==> config.mk <==
export PLATFORM = sky130hd
export DESIGN_NAME = dual_flow_pulse_meter_top
export DESIGN_NICKNAME = d
export VERILOG_FILES = /design/src/rtl/core/dfpm_pkg.sv /design/src/rtl/core/dual_flow_pulse_meter_top.sv /design/src/rtl/core/dfpm_ctrl.sv /design/src/rtl/core/dfpm_dp.sv
export VERILOG_INCLUDE_DIRS = /design/src /design/src/rtl/core
export SDC_FILE = /design/constraint.sdc
export NUM_CORES = 2
export LEC_CHECK = 0
export ABC_AREA = 1
export BUFFER_PORTS_ARGS = -buffer_cell sky130_fd_sc_hd__buf_2
export CAP_MARGIN = 20
export CORE_UTILIZATION = 45
export CTS_BUF_LIST = sky130_fd_sc_hd__clkbuf_4 sky130_fd_sc_hd__clkbuf_8
export DETAILED_ROUTE_END_ITERATION = 8
export PLACE_DENSITY = 0.61
export SYNTH_ARGS = -nofsm -noshare
export SYNTH_HDL_FRONTEND = slang
export SYNTH_SLANG_ARGS = --single-unit
==> constraint.sdc <==
create_clock -name clock -period 6.4 [get_ports clock]
set_clock_uncertainty 0.1 [all_clocks]
set_input_delay 1.28 -clock clock [delete_from_list [all_inputs] [get_ports clock]]
set_output_delay 1.28 -clock clock [all_outputs]
set_load 0.05 [all_outputs]
==> src/rtl/core/assert_macros.svh <==
// Concurrent assertion helpers shared by the RTL
`ifndef ASSERT_MACROS_SVH
`define ASSERT_MACROS_SVH

`ifndef SYNTHESIS
// Property must hold at every clock edge outside reset
`define ASSERT_PROP(label, clk, rst, prop) \
   label: assert property (@(posedge clk) disable iff (rst) (prop)) \
      else $error("assertion failed");
// Expression must never be true outside reset
`define ASSERT_NEVER(label, clk, rst, expr) \
   label: assert property (@(posedge clk) disable iff (rst) !(expr)) \
      else $error("forbidden condition seen");
`else
`define ASSERT_PROP(label, clk, rst, prop)
`define ASSERT_NEVER(label, clk, rst, expr)
`endif

`endif

==> src/rtl/core/dfpm_pkg.sv <==
package dfpm_pkg;

   localparam logic [2:0] CMD_TICK     = 3'd0;
   localparam logic [2:0] CMD_PULSE    = 3'd1;
   localparam logic [2:0] CMD_READ     = 3'd2;
   localparam logic [2:0] CMD_SUBTRACT = 3'd3;
   localparam logic [2:0] CMD_CLEAR    = 3'd4;

   localparam logic CSR_DIVIDER_FIRST  = 1'b0;
   localparam logic CSR_DIVIDER_SECOND = 1'b1;

   localparam int DIVIDER_COUNT = 2;

   localparam logic [31:0] STALE_MS      = 32'd1000;
   localparam int          NUM_W         = 20;
   localparam logic [NUM_W-1:0] RATE_SCALE = NUM_W'(1000000);
   localparam logic [15:0] DIVIDER_RESET = 16'd450;
   localparam logic [15:0] RATE_MAX      = 16'hFFFF;

   localparam int DIV_STEPS = NUM_W;
   localparam int STEP_W    = $clog2(DIV_STEPS);

   typedef struct packed {
      logic capture;
      logic exec;
      logic load_mul;
      logic div_step;
      logic load_out;
   } dfpm_cmd_type;

   typedef struct packed {
      logic skip;
   } dfpm_status_type;

endpackage

==> src/rtl/core/dual_flow_pulse_meter_top.sv <==
// Two-sensor pulse-period flow meter.
// Request channel (req_valid / req_stall): each transfer carries a command
// (tick, pulse, read, subtract, clear), a sensor number from zero and an
// amount used by subtract. Every request gives exactly one response transfer
// on rsp_valid / rsp_stall: rate in ml/s of the addressed sensor, its pulse
// count after the command, and an underflow flag for a clamped subtract.
// The csr port writes the pulses-per-litre divider of sensor zero (index 0)
// or sensor one (index 1); a zero write is ignored. A request passes through
// execute, multiply, 20 divider steps and one output load when the rate is
// live; the divider steps are skipped when the rate is zero (stale, out of
// range, or too slow to register). One request is in the controller at a
// time: a new one is taken only once the last result has left it, and the
// 20-step restoring divider is the longest part of that work.
// A finished response sits in the output register, and a new request is
// taken while it waits; if the receiver stalls, the next result holds in the
// controller until the output register frees.
// Reset: clock, counters and intervals clear to zero, dividers return to 450,
// no response is pending.
module dual_flow_pulse_meter_top #(
   parameter int SENSOR_COUNT = 2
) (
   input  logic        clock,
   input  logic        reset,
   // request channel
   input  logic        req_valid,
   output logic        req_stall,
   input  logic [2:0]  req_cmd,
   input  logic        req_sensor,
   input  logic [31:0] req_amount,
   // response channel
   output logic        rsp_valid,
   input  logic        rsp_stall,
   output logic [15:0] rsp_rate_ml_per_s,
   output logic [31:0] rsp_pulse_count,
   output logic        rsp_underflow,
   // configuration writes
   input  logic        csr_write_en,
   input  logic        csr_index,
   input  logic [15:0] csr_data
);
   import dfpm_pkg::*;

   dfpm_cmd_type    cmd;
   dfpm_status_type status;

   // sequencing: accept, execute, set up, divide, load output
   dfpm_ctrl u_ctrl (
      .clock     (clock),
      .reset     (reset),
      .req_valid (req_valid),
      .req_stall (req_stall),
      .rsp_valid (rsp_valid),
      .rsp_stall (rsp_stall),
      .status    (status),
      .cmd       (cmd)
   );

   // meter state, rate multiplier, serial divider and response registers
   dfpm_dp #(
      .SENSOR_COUNT (SENSOR_COUNT)
   ) u_dp (
      .clock             (clock),
      .reset             (reset),
      .cmd               (cmd),
      .status            (status),
      .req_cmd           (req_cmd),
      .req_sensor        (req_sensor),
      .req_amount        (req_amount),
      .csr_write_en      (csr_write_en),
      .csr_index         (csr_index),
      .csr_data          (csr_data),
      .rsp_rate_ml_per_s (rsp_rate_ml_per_s),
      .rsp_pulse_count   (rsp_pulse_count),
      .rsp_underflow     (rsp_underflow)
   );

endmodule

==> src/rtl/core/dfpm_ctrl.sv <==
`include "assert_macros.svh"

module dfpm_ctrl (
   input  logic                      clock,
   input  logic                      reset,
   input  logic                      req_valid,
   output logic                      req_stall,
   output logic                      rsp_valid,
   input  logic                      rsp_stall,
   input  dfpm_pkg::dfpm_status_type status,
   output dfpm_pkg::dfpm_cmd_type    cmd
);
   import dfpm_pkg::*;

   localparam logic [2:0] ST_IDLE = 3'd0;
   localparam logic [2:0] ST_EXEC = 3'd1;
   localparam logic [2:0] ST_MUL  = 3'd2;
   localparam logic [2:0] ST_DIV  = 3'd3;
   localparam logic [2:0] ST_DONE = 3'd4;

   logic [2:0]        state_ff, state_in;
   logic [STEP_W-1:0] step_ff, step_in;
   logic              rsp_valid_ff, rsp_valid_in;
   logic              out_free;

   assign out_free  = !(rsp_valid_ff && rsp_stall);
   assign req_stall = (state_ff != ST_IDLE);
   assign rsp_valid = rsp_valid_ff;

   always_comb begin
      state_in = state_ff;
      step_in  = step_ff;
      cmd      = '0;
      unique case (state_ff)
         ST_IDLE: begin
            if (req_valid) begin
               cmd.capture = 1'b1;
               state_in    = ST_EXEC;
            end
         end
         ST_EXEC: begin
            cmd.exec = 1'b1;
            state_in = ST_MUL;
         end
         ST_MUL: begin
            cmd.load_mul = 1'b1;
            step_in      = '0;
            state_in     = ST_DIV;
         end
         ST_DIV: begin
            if (status.skip) begin
               state_in = ST_DONE;
            end else begin
               cmd.div_step = 1'b1;
               step_in      = step_ff + 1'b1;
               if (step_ff == STEP_W'(DIV_STEPS - 1)) begin
                  state_in = ST_DONE;
               end
            end
         end
         ST_DONE: begin
            if (out_free) begin
               cmd.load_out = 1'b1;
               state_in     = ST_IDLE;
            end
         end
         default: begin
            state_in = ST_IDLE;
         end
      endcase
   end

   always_comb begin
      rsp_valid_in = rsp_valid_ff;
      if (rsp_valid_ff && !rsp_stall) begin
         rsp_valid_in = 1'b0;
      end
      if (cmd.load_out) begin
         rsp_valid_in = 1'b1;
      end
   end

   always_ff @(posedge clock) begin
      if (reset) begin
         state_ff     <= ST_IDLE;
         step_ff      <= '0;
         rsp_valid_ff <= 1'b0;
      end else begin
         state_ff     <= state_in;
         step_ff      <= step_in;
         rsp_valid_ff <= rsp_valid_in;
      end
   end

   `ASSERT_PROP(a_accept_to_exec, clock, reset, (req_valid && !req_stall) |=> (state_ff == ST_EXEC))
   `ASSERT_PROP(a_load_when_free, clock, reset, cmd.load_out |-> !(rsp_valid_ff && rsp_stall))
   `ASSERT_PROP(a_step_range, clock, reset, (state_ff == ST_DIV) |-> (step_ff < STEP_W'(DIV_STEPS)))
   `ASSERT_NEVER(a_no_step_on_skip, clock, reset, cmd.div_step && status.skip)

endmodule

==> src/rtl/core/dfpm_dp.sv <==
module dfpm_dp #(
   parameter int SENSOR_COUNT = 2
) (
   input  logic                      clock,
   input  logic                      reset,
   input  dfpm_pkg::dfpm_cmd_type    cmd,
   output dfpm_pkg::dfpm_status_type status,
   input  logic [2:0]                req_cmd,
   input  logic                      req_sensor,
   input  logic [31:0]               req_amount,
   input  logic                      csr_write_en,
   input  logic                      csr_index,
   input  logic [15:0]               csr_data,
   output logic [15:0]               rsp_rate_ml_per_s,
   output logic [31:0]               rsp_pulse_count,
   output logic                      rsp_underflow
);
   import dfpm_pkg::*;

   localparam int IDX_W = (SENSOR_COUNT > 1) ? $clog2(SENSOR_COUNT) : 1;

   // Captured item
   logic [2:0]  item_cmd_ff;
   logic        item_sensor_ff;
   logic [31:0] item_amount_ff;

   // Meter state
   logic [31:0] now_ms_ff, now_ms_in;
   logic [31:0] last_ff     [SENSOR_COUNT];
   logic [31:0] interval_ff [SENSOR_COUNT];
   logic [31:0] total_ff    [SENSOR_COUNT];
   logic [15:0] divider_ff  [DIVIDER_COUNT];

   logic [IDX_W-1:0] idx;
   logic             in_range;
   logic [31:0]      cur_last, cur_interval, cur_total;
   logic [15:0]      cur_divider;

   logic        state_we;
   logic [31:0] last_in, interval_in, total_in;
   logic        under_ff, under_in;

   // Rate path
   logic [31:0]      age, interval_eff;
   logic [47:0]      prod_ff, prod_in;
   logic             gate_ff, gate_in;
   logic [31:0]      count_ff;
   logic             under_hold_ff;
   logic [NUM_W-1:0] rem_ff, quo_ff;
   logic [NUM_W:0]   trial, divisor;
   logic [15:0]      rate_sat;

   assign idx      = IDX_W'(item_sensor_ff);
   assign in_range = (32'(item_sensor_ff) < 32'(SENSOR_COUNT));

   assign cur_last     = last_ff[idx];
   assign cur_interval = interval_ff[idx];
   assign cur_total    = total_ff[idx];
   assign cur_divider  = divider_ff[item_sensor_ff];

   // Item execution
   always_comb begin
      now_ms_in   = now_ms_ff;
      state_we    = 1'b0;
      last_in     = cur_last;
      interval_in = cur_interval;
      total_in    = cur_total;
      under_in    = 1'b0;
      if (cmd.exec && item_cmd_ff == CMD_TICK) begin
         now_ms_in = now_ms_ff + 32'd1;
      end
      if (cmd.exec && in_range) begin
         unique case (item_cmd_ff)
            CMD_PULSE: begin
               state_we    = 1'b1;
               total_in    = cur_total + 32'd1;
               interval_in = now_ms_ff - cur_last;
               last_in     = now_ms_ff;
            end
            CMD_SUBTRACT: begin
               state_we = 1'b1;
               if (cur_total >= item_amount_ff) begin
                  total_in = cur_total - item_amount_ff;
               end else begin
                  total_in = '0;
                  under_in = 1'b1;
               end
            end
            CMD_CLEAR: begin
               state_we = 1'b1;
               total_in = '0;
            end
            default: begin
            end
         endcase
      end
   end

   // Rate set-up: (scale / interval) / divider equals scale / (interval * divider)
   assign age          = now_ms_ff - cur_last;
   assign interval_eff = (cur_interval == '0) ? 32'd1 : cur_interval;
   assign prod_in      = 48'(interval_eff) * 48'(cur_divider);
   assign gate_in      = in_range && (age <= STALE_MS);

   assign status.skip = !gate_ff || (prod_ff > 48'(RATE_SCALE));

   // Restoring division, one quotient bit a step
   assign divisor = {1'b0, prod_ff[NUM_W-1:0]};
   assign trial   = {rem_ff, quo_ff[NUM_W-1]};

   assign rate_sat = (quo_ff > NUM_W'(RATE_MAX)) ? RATE_MAX : quo_ff[15:0];

   always_ff @(posedge clock) begin
      if (reset) begin
         now_ms_ff <= '0;
         for (int i = 0; i < SENSOR_COUNT; i++) begin
            last_ff[i]     <= '0;
            interval_ff[i] <= '0;
            total_ff[i]    <= '0;
         end
         for (int i = 0; i < DIVIDER_COUNT; i++) begin
            divider_ff[i] <= DIVIDER_RESET;
         end
      end else begin
         now_ms_ff <= now_ms_in;
         if (state_we) begin
            last_ff[idx]     <= last_in;
            interval_ff[idx] <= interval_in;
            total_ff[idx]    <= total_in;
         end
         // drop writes of zero
         if (csr_write_en && csr_data != '0) begin
            unique case (csr_index)
               CSR_DIVIDER_FIRST:  divider_ff[0] <= csr_data;
               CSR_DIVIDER_SECOND: divider_ff[1] <= csr_data;
               default: begin
               end
            endcase
         end
      end
   end

   always_ff @(posedge clock) begin
      if (cmd.capture) begin
         item_cmd_ff    <= req_cmd;
         item_sensor_ff <= req_sensor;
         item_amount_ff <= req_amount;
      end
      if (cmd.exec) begin
         under_ff <= under_in;
      end
      if (cmd.load_mul) begin
         prod_ff       <= prod_in;
         gate_ff       <= gate_in;
         count_ff      <= in_range ? cur_total : '0;
         under_hold_ff <= in_range && under_ff;
         rem_ff        <= '0;
         quo_ff        <= RATE_SCALE;
      end
      if (cmd.div_step) begin
         if (trial >= divisor) begin
            rem_ff <= NUM_W'(trial - divisor);
            quo_ff <= {quo_ff[NUM_W-2:0], 1'b1};
         end else begin
            rem_ff <= trial[NUM_W-1:0];
            quo_ff <= {quo_ff[NUM_W-2:0], 1'b0};
         end
      end
      if (cmd.load_out) begin
         rsp_rate_ml_per_s <= status.skip ? '0 : rate_sat;
         rsp_pulse_count   <= count_ff;
         rsp_underflow     <= under_hold_ff;
      end
   end

endmodule

# Word level (Yosys, flattened, before mapping)
# Memory sizes are Yosys's and may differ from the RTL's. A register that Yosys moved wholly into a read port is not among the register bits.
# Cells that the tools add are included.
totals:
  n_memories: 4
  ramBits: 224
  regBits: 249
  input_bits: 58
  wordCells: 131
  output_inout_bits: 51
op_classes:
  n_lt_le_gt_ge: 5
  n_mux: 63
  eq_ne: 12
  multipliers: 1
  n_addsub: 6
  n_reduce_logical: 21
  n_bitwise: 2
mem_list:
  columns: ["name", "depth", "width", "read_ports", "rd_ports_with_merged_regs", "write_ports", "line", "source"]
  rows:
  - ["u_dp.interval_ff", 2, 32, 1, 1, 2, "dfpm_dp.sv:30", "logic [31:0] interval_ff [SENSOR_COUNT];"]
  - ["u_dp.last_ff", 2, 32, 1, 1, 2, "dfpm_dp.sv:29", "logic [31:0] last_ff [SENSOR_COUNT];"]
  - ["u_dp.total_ff", 2, 32, 1, 1, 2, "dfpm_dp.sv:31", "logic [31:0] total_ff [SENSOR_COUNT];"]
  - ["u_dp.divider_ff", 2, 16, 1, 1, 2, "dfpm_dp.sv:32", "logic [15:0] divider_ff [DIVIDER_COUNT];"]
ops:
  columns: ["op", "count"]
  rows:
  - ["2-to-1 mux 32 bit", 10]
  - ["2-to-1 mux 20 bit", 5]
  - ["one-hot mux 32 bit (3 select lines)", 1]
  - ["OR reduction 32 bit", 3]
  - ["adder 32 x 1 -> 32 bit, second input constant", 2]
  - ["subtractor 32 bit", 2]
  - ["greater-than comparator 48 x 20 -> 1 bit, second input constant", 1]
  - ["multiplier 32 x 16 -> 48 bit", 1]
  - ["2-to-1 mux 16 bit", 3]
  - ["2-to-1 mux 1 bit", 37]
  - ["greater-or-equal comparator 32 bit", 1]
  - ["<= comparator 32 x 10 -> 1 bit, second input constant", 1]
  - ["logical NOT 32 bit", 1]
  - ["greater-or-equal comparator 21 x 20 -> 1 bit", 1]
  - ["greater-than comparator 20 x 16 -> 1 bit, second input constant", 1]
  - ["subtractor 20 bit", 1]
  - ["nonzero test 16 bit", 1]
  - ["one-hot mux 3 bit (5 select lines)", 1]
  - ["2-to-1 mux 3 bit", 4]
  - ["one-hot mux 5 bit (2 select lines)", 1]
  - ["equality test 3 x 2 -> 1 bit, second input constant", 3]
  - ["equality test 3 x 1 -> 1 bit, second input constant", 2]
  - ["equality test 3 bit, second input constant", 2]
  - ["logical NOT 3 bit", 2]
  - ["other kinds (14)", 23]

# Logic depth before layout (Yosys ltp)
depth:
  depth_word: 9
  ltp_mapped: 39
  mapped_depth_nobuf: 36

# Hierarchy
# From an unflattened synthesis, not the netlist that was laid out.
hier_totals:
  hier_cells: 5080
  hier_area_um2: 42220.5
modules_own_cells:
  columns: ["module", "cells_per_inst", "instances", "area_per_inst_um2", "seq_area_each_um2"]
  rows:
  - ["dfpm_dp", 5003, 1, 41726.3, 13633.1]
  - ["dfpm_ctrl", 77, 1, 494.2, 180.2]

# Least setup slack after synthesis
# Ideal clock, no wire load.
synth_path:
  path_type: "flip-flop to flip-flop"
  from: "register (tool-made name)"
  to: "register u_dp.prod_ff[36], data pin"
  synth_period_minus_slack_ps: 6769
  stages_incl_launch_ff: 31
  path_buffers: 7
  arrival_ps: 6417
  t_required_ps: 6048
  setup_ps: 252
  slack_ps: -369
  path_cell_list: "dfxtp_1 buf_6 buf_6 buf_6 buf_4 buf_4 buf_2 o21ai_0 buf_2 nand2_1 fa_1 inv_1 fa_1 inv_1 fa_1 inv_1 fa_1 fa_1 inv_1 fa_1 inv_1 ha_1 nand2_1 nor2_1 nand2_1 o21ai_0 a21oi_1 o21bai_1 nand2_1 nand3_1 nand2_1"
synth_rtl:
  columns: ["item", "line", "source"]
  rows:
  - ["to (signal assigned)", "dfpm_dp.sv:153", "prod_ff <= prod_in;"]
  - ["to (decl)", "dfpm_dp.sv:45", "logic [47:0] prod_ff, prod_in;"]

==> impl_metrics.env <==
export IMPL_synth_warnings=0
export IMPL_clock_root_buffer="clkbuf_8"
export IMPL_hp_class="flop to flop"
export IMPL_setup_tns_ns=-4.25
export IMPL_syn_to_final_growth_pct=19.3
export IMPL_final_area_mm2=0.0507
export IMPL_io_pins=109
export IMPL_multi_input_area_mm2=0.0255
export IMPL_final_util_pct=54.2
export IMPL_port_buffers=108
export IMPL_cp_slowest_cell="fa_1"
export IMPL_crit_family="adder cells"
export IMPL_failed_checks="setup timing"
export IMPL_post_dp_hpwl_um=99300
export IMPL_crit_buf_inv=7
export IMPL_ys_top_cells_by_area="edfxtp_1 31%, fa_1 20%, nand2_1 10%"
export IMPL_syn_nets=5790
export IMPL_critical_path_class="flop to flop"
export IMPL_max_slew_worst_pin_slew_ns=1.07
export IMPL_fin_crit_ns=6.67
export IMPL_cp_required_ns=6.79
export IMPL_htreeDepth=3
export IMPL_die_w_um=309
export IMPL_critical_path_peak_fanout=7
export IMPL_final_setup_viol_count=27
export IMPL_worstPathArrival_ns=7.06
export IMPL_gp_congestion=0.970
export IMPL_yosysTopAreaCell="edfxtp_1"
export IMPL_dieHeight_um=309
export IMPL_route_detailed_drc=0
export IMPL_relSlewSlack_pct=28.8
export IMPL_seqCellArea_mm2=0.0138
export IMPL_nets=6273
export IMPL_row_count=112
export IMPL_synth_most_common_cell="nand2_1"
export IMPL_wl_per_cell_um=18.2
export IMPL_ys_seq_area_share_pct=32.5
export IMPL_cts_tree="built"
export IMPL_clk_path_buf_depth=3
export IMPL_grt_remaining_overflow=0
export IMPL_clkSinkCount=474
export IMPL_core_area_mm2=0.0935
export IMPL_holdWs_ns=0.312
export IMPL_n_fill_cell=8821
export IMPL_grt_pass1_wl_um=195000
export IMPL_syn_avg_cell_area_um2=8.32
export IMPL_start_util_pct=45.4
export IMPL_hold_violations=0
export IMPL_finalCritPeriodShare_pct=104
export IMPL_fin_ws_ns=-0.275
export IMPL_max_cap_violations=0
export IMPL_ys_flop_type="edfxtp_1"
export IMPL_grt_pass1_vias=35200
export IMPL_via_per_inst=5.14
export IMPL_wirelength_um=126000
export IMPL_endpoint_kind="flop"
export IMPL_netlist_instances=5105
export IMPL_firstDrtPassIters=5
export IMPL_fmax_ghz=0.150
export IMPL_vias=35500
export IMPL_synth_edf_count=432
export IMPL_grt_antenna_before_repair=1
export IMPL_async_reset_ff_share_pct=0
export IMPL_drive_above_1_share_pct=16.9
export IMPL_syn_cell_area_mm2=0.0425
export IMPL_track_usage_pct=26.6
export IMPL_cts_buffers=83
export IMPL_startpoint_type="flop"
export IMPL_clk_pin_slew_ns=0.06
export IMPL_slew_viol_final=0
export IMPL_synth_top_cell_area_share_pct=30.5
export IMPL_rsz0062_at_grt="true"
export IMPL_synthDistinctLibCells=54
export IMPL_ys_seq_elements=474
export IMPL_grt_max_degree=85
export IMPL_dpl_cell_area_mm2=0.0474
export IMPL_die_area_mm2=0.0956
export IMPL_synth_common_cells="1136 x nand2_1, 968 x inv_1, 688 x nor2_1, 432 x edfxtp_1, 421 x fa_1"
export IMPL_drt_initial_drc_count=2843
export IMPL_clock_latency_ns=0.73
export IMPL_antenna_left=0
export IMPL_critPathMaxStageDelay_ns=0.58
export IMPL_status="finished with violations"
-- placed cells by master, fill, tap and decap left out, drive strengths merged, types with 52 or more instances in the layout --
master / n
xor2: 60
a21oi: 229
nor2: 705
nand2: 1139
ha: 206
nand3: 154
o21ai: 275
nor3: 52
buf: 538
inv: 970
edfxtp: 432
fa: 421
clkbuf: 115
-- repair_timing --
action | CTS | global route
buffers inserted | 40 | 14
resized for setup | 199 | 84
pin swaps | 52 | 49
endpoints found under the setup margin | 36 | 36
cloned | 2 | 0
hold endpoints to repair | 0 | 0
hold buffers | 0 | 0
-- state kept, by name (all words and copies together), names as in the netlist, 3 cells and up, named ones only --
register and count:
u_dp.interval_ff 64, u_dp.last_ff 64, u_dp.total_ff 64, u_dp.prod_ff 48
u_dp.count_ff 32, u_dp.divider_ff 32, u_dp.item_amount_ff 32, u_dp.now_ms_ff 32
u_dp.rsp_pulse_count 32, u_dp.quo_ff 20, u_dp.rem_ff 20, u_dp.rsp_rate_ml_per_s 16
u_ctrl.step_ff 5, u_ctrl.state_ff 3, u_dp.item_cmd_ff 3
-- cell type report --
| cell class | instances | share of cell area (%) |
|---|---|---|
| Multi-Input combinational cell | 3505 | 50.3 |
| Clock buffer | 115 | 2.78 |
| Clock inverter | 34 | 0.513 |
| Inverter | 985 | 7.34 |
| Sequential cell | 474 | 27.3 |
| Antenna cell | 1 | 0.00494 |
| Timing Repair Buffer | 539 | 8.70 |
| Tap cell | 1254 | 3.10 |
-- cell families (layout without fill, tap and decap cells) --
kind of cell	after synthesis	count (layout)	share of synthesized area [%]
AO/OA/AOI/OAI	583	583	7.64
other	0	1	0
XOR/XNOR	98	98	2.02
AND/OR/NAND/NOR	2165	2165	20.8
multiplexers	32	32	0.754
flip-flops	474	474	32.5
adder cells (fa/ha/maj)	627	627	25.9
buffers and inverters	1126	1673	10.4
-- worst reg2reg max path: cells and delay by family, from the launching register on --
kind	cells	cell delay, ns
AND/OR/NAND/NOR	13	1.30
XOR/XNOR	1	0.13
adder cells (fa/ha/maj)	7	3.31
buffers and inverters	7	0.67
flip-flops	1	0.45
AO/OA/AOI/OAI	4	0.46
-- per-stage QoR --
stage | setup WS (ns) | std cells
3_3_place_gp | -0.542 | 6704
6_report | -0.275 | 6907
4_1_cts | -0.252 | 6895
5_1_grt | -0.520 | 6907
2_1_floorplan | -0.0316 | 5105
3_5_place_dp | -0.606 | 6704
-- path summary, 6_finish.rpt --
kind                                    from                           endpoint  slack (ns)  depth (start not counted)
hold reg to reg   u_dp.count_ff[9]$_DFFE_PP_  u_dp.rsp_pulse_count[9]$_DFFE_PP_        0.31                          0
hold / removal    u_dp.count_ff[9]$_DFFE_PP_  u_dp.rsp_pulse_count[9]$_DFFE_PP_        0.31                          0
setup reg to reg                        flop         u_dp.prod_ff[38]$_DFFE_PP_       -0.27                         32
setup / recovery                        flop         u_dp.prod_ff[38]$_DFFE_PP_       -0.27                         32
-- per-layer routing --
layer	global-route usage, %	vias up	part of all wire [%]
met4	9.36	0	3.6
met3	3.62	226	6.1
li1	-	17000	-
met5	0	-	0
met1	35.4	17100	43
met2	44.5	1136	48
Power is not shown: default switching activity piles up to over one toggle a cycle in this logic, so the estimate is an artifact.
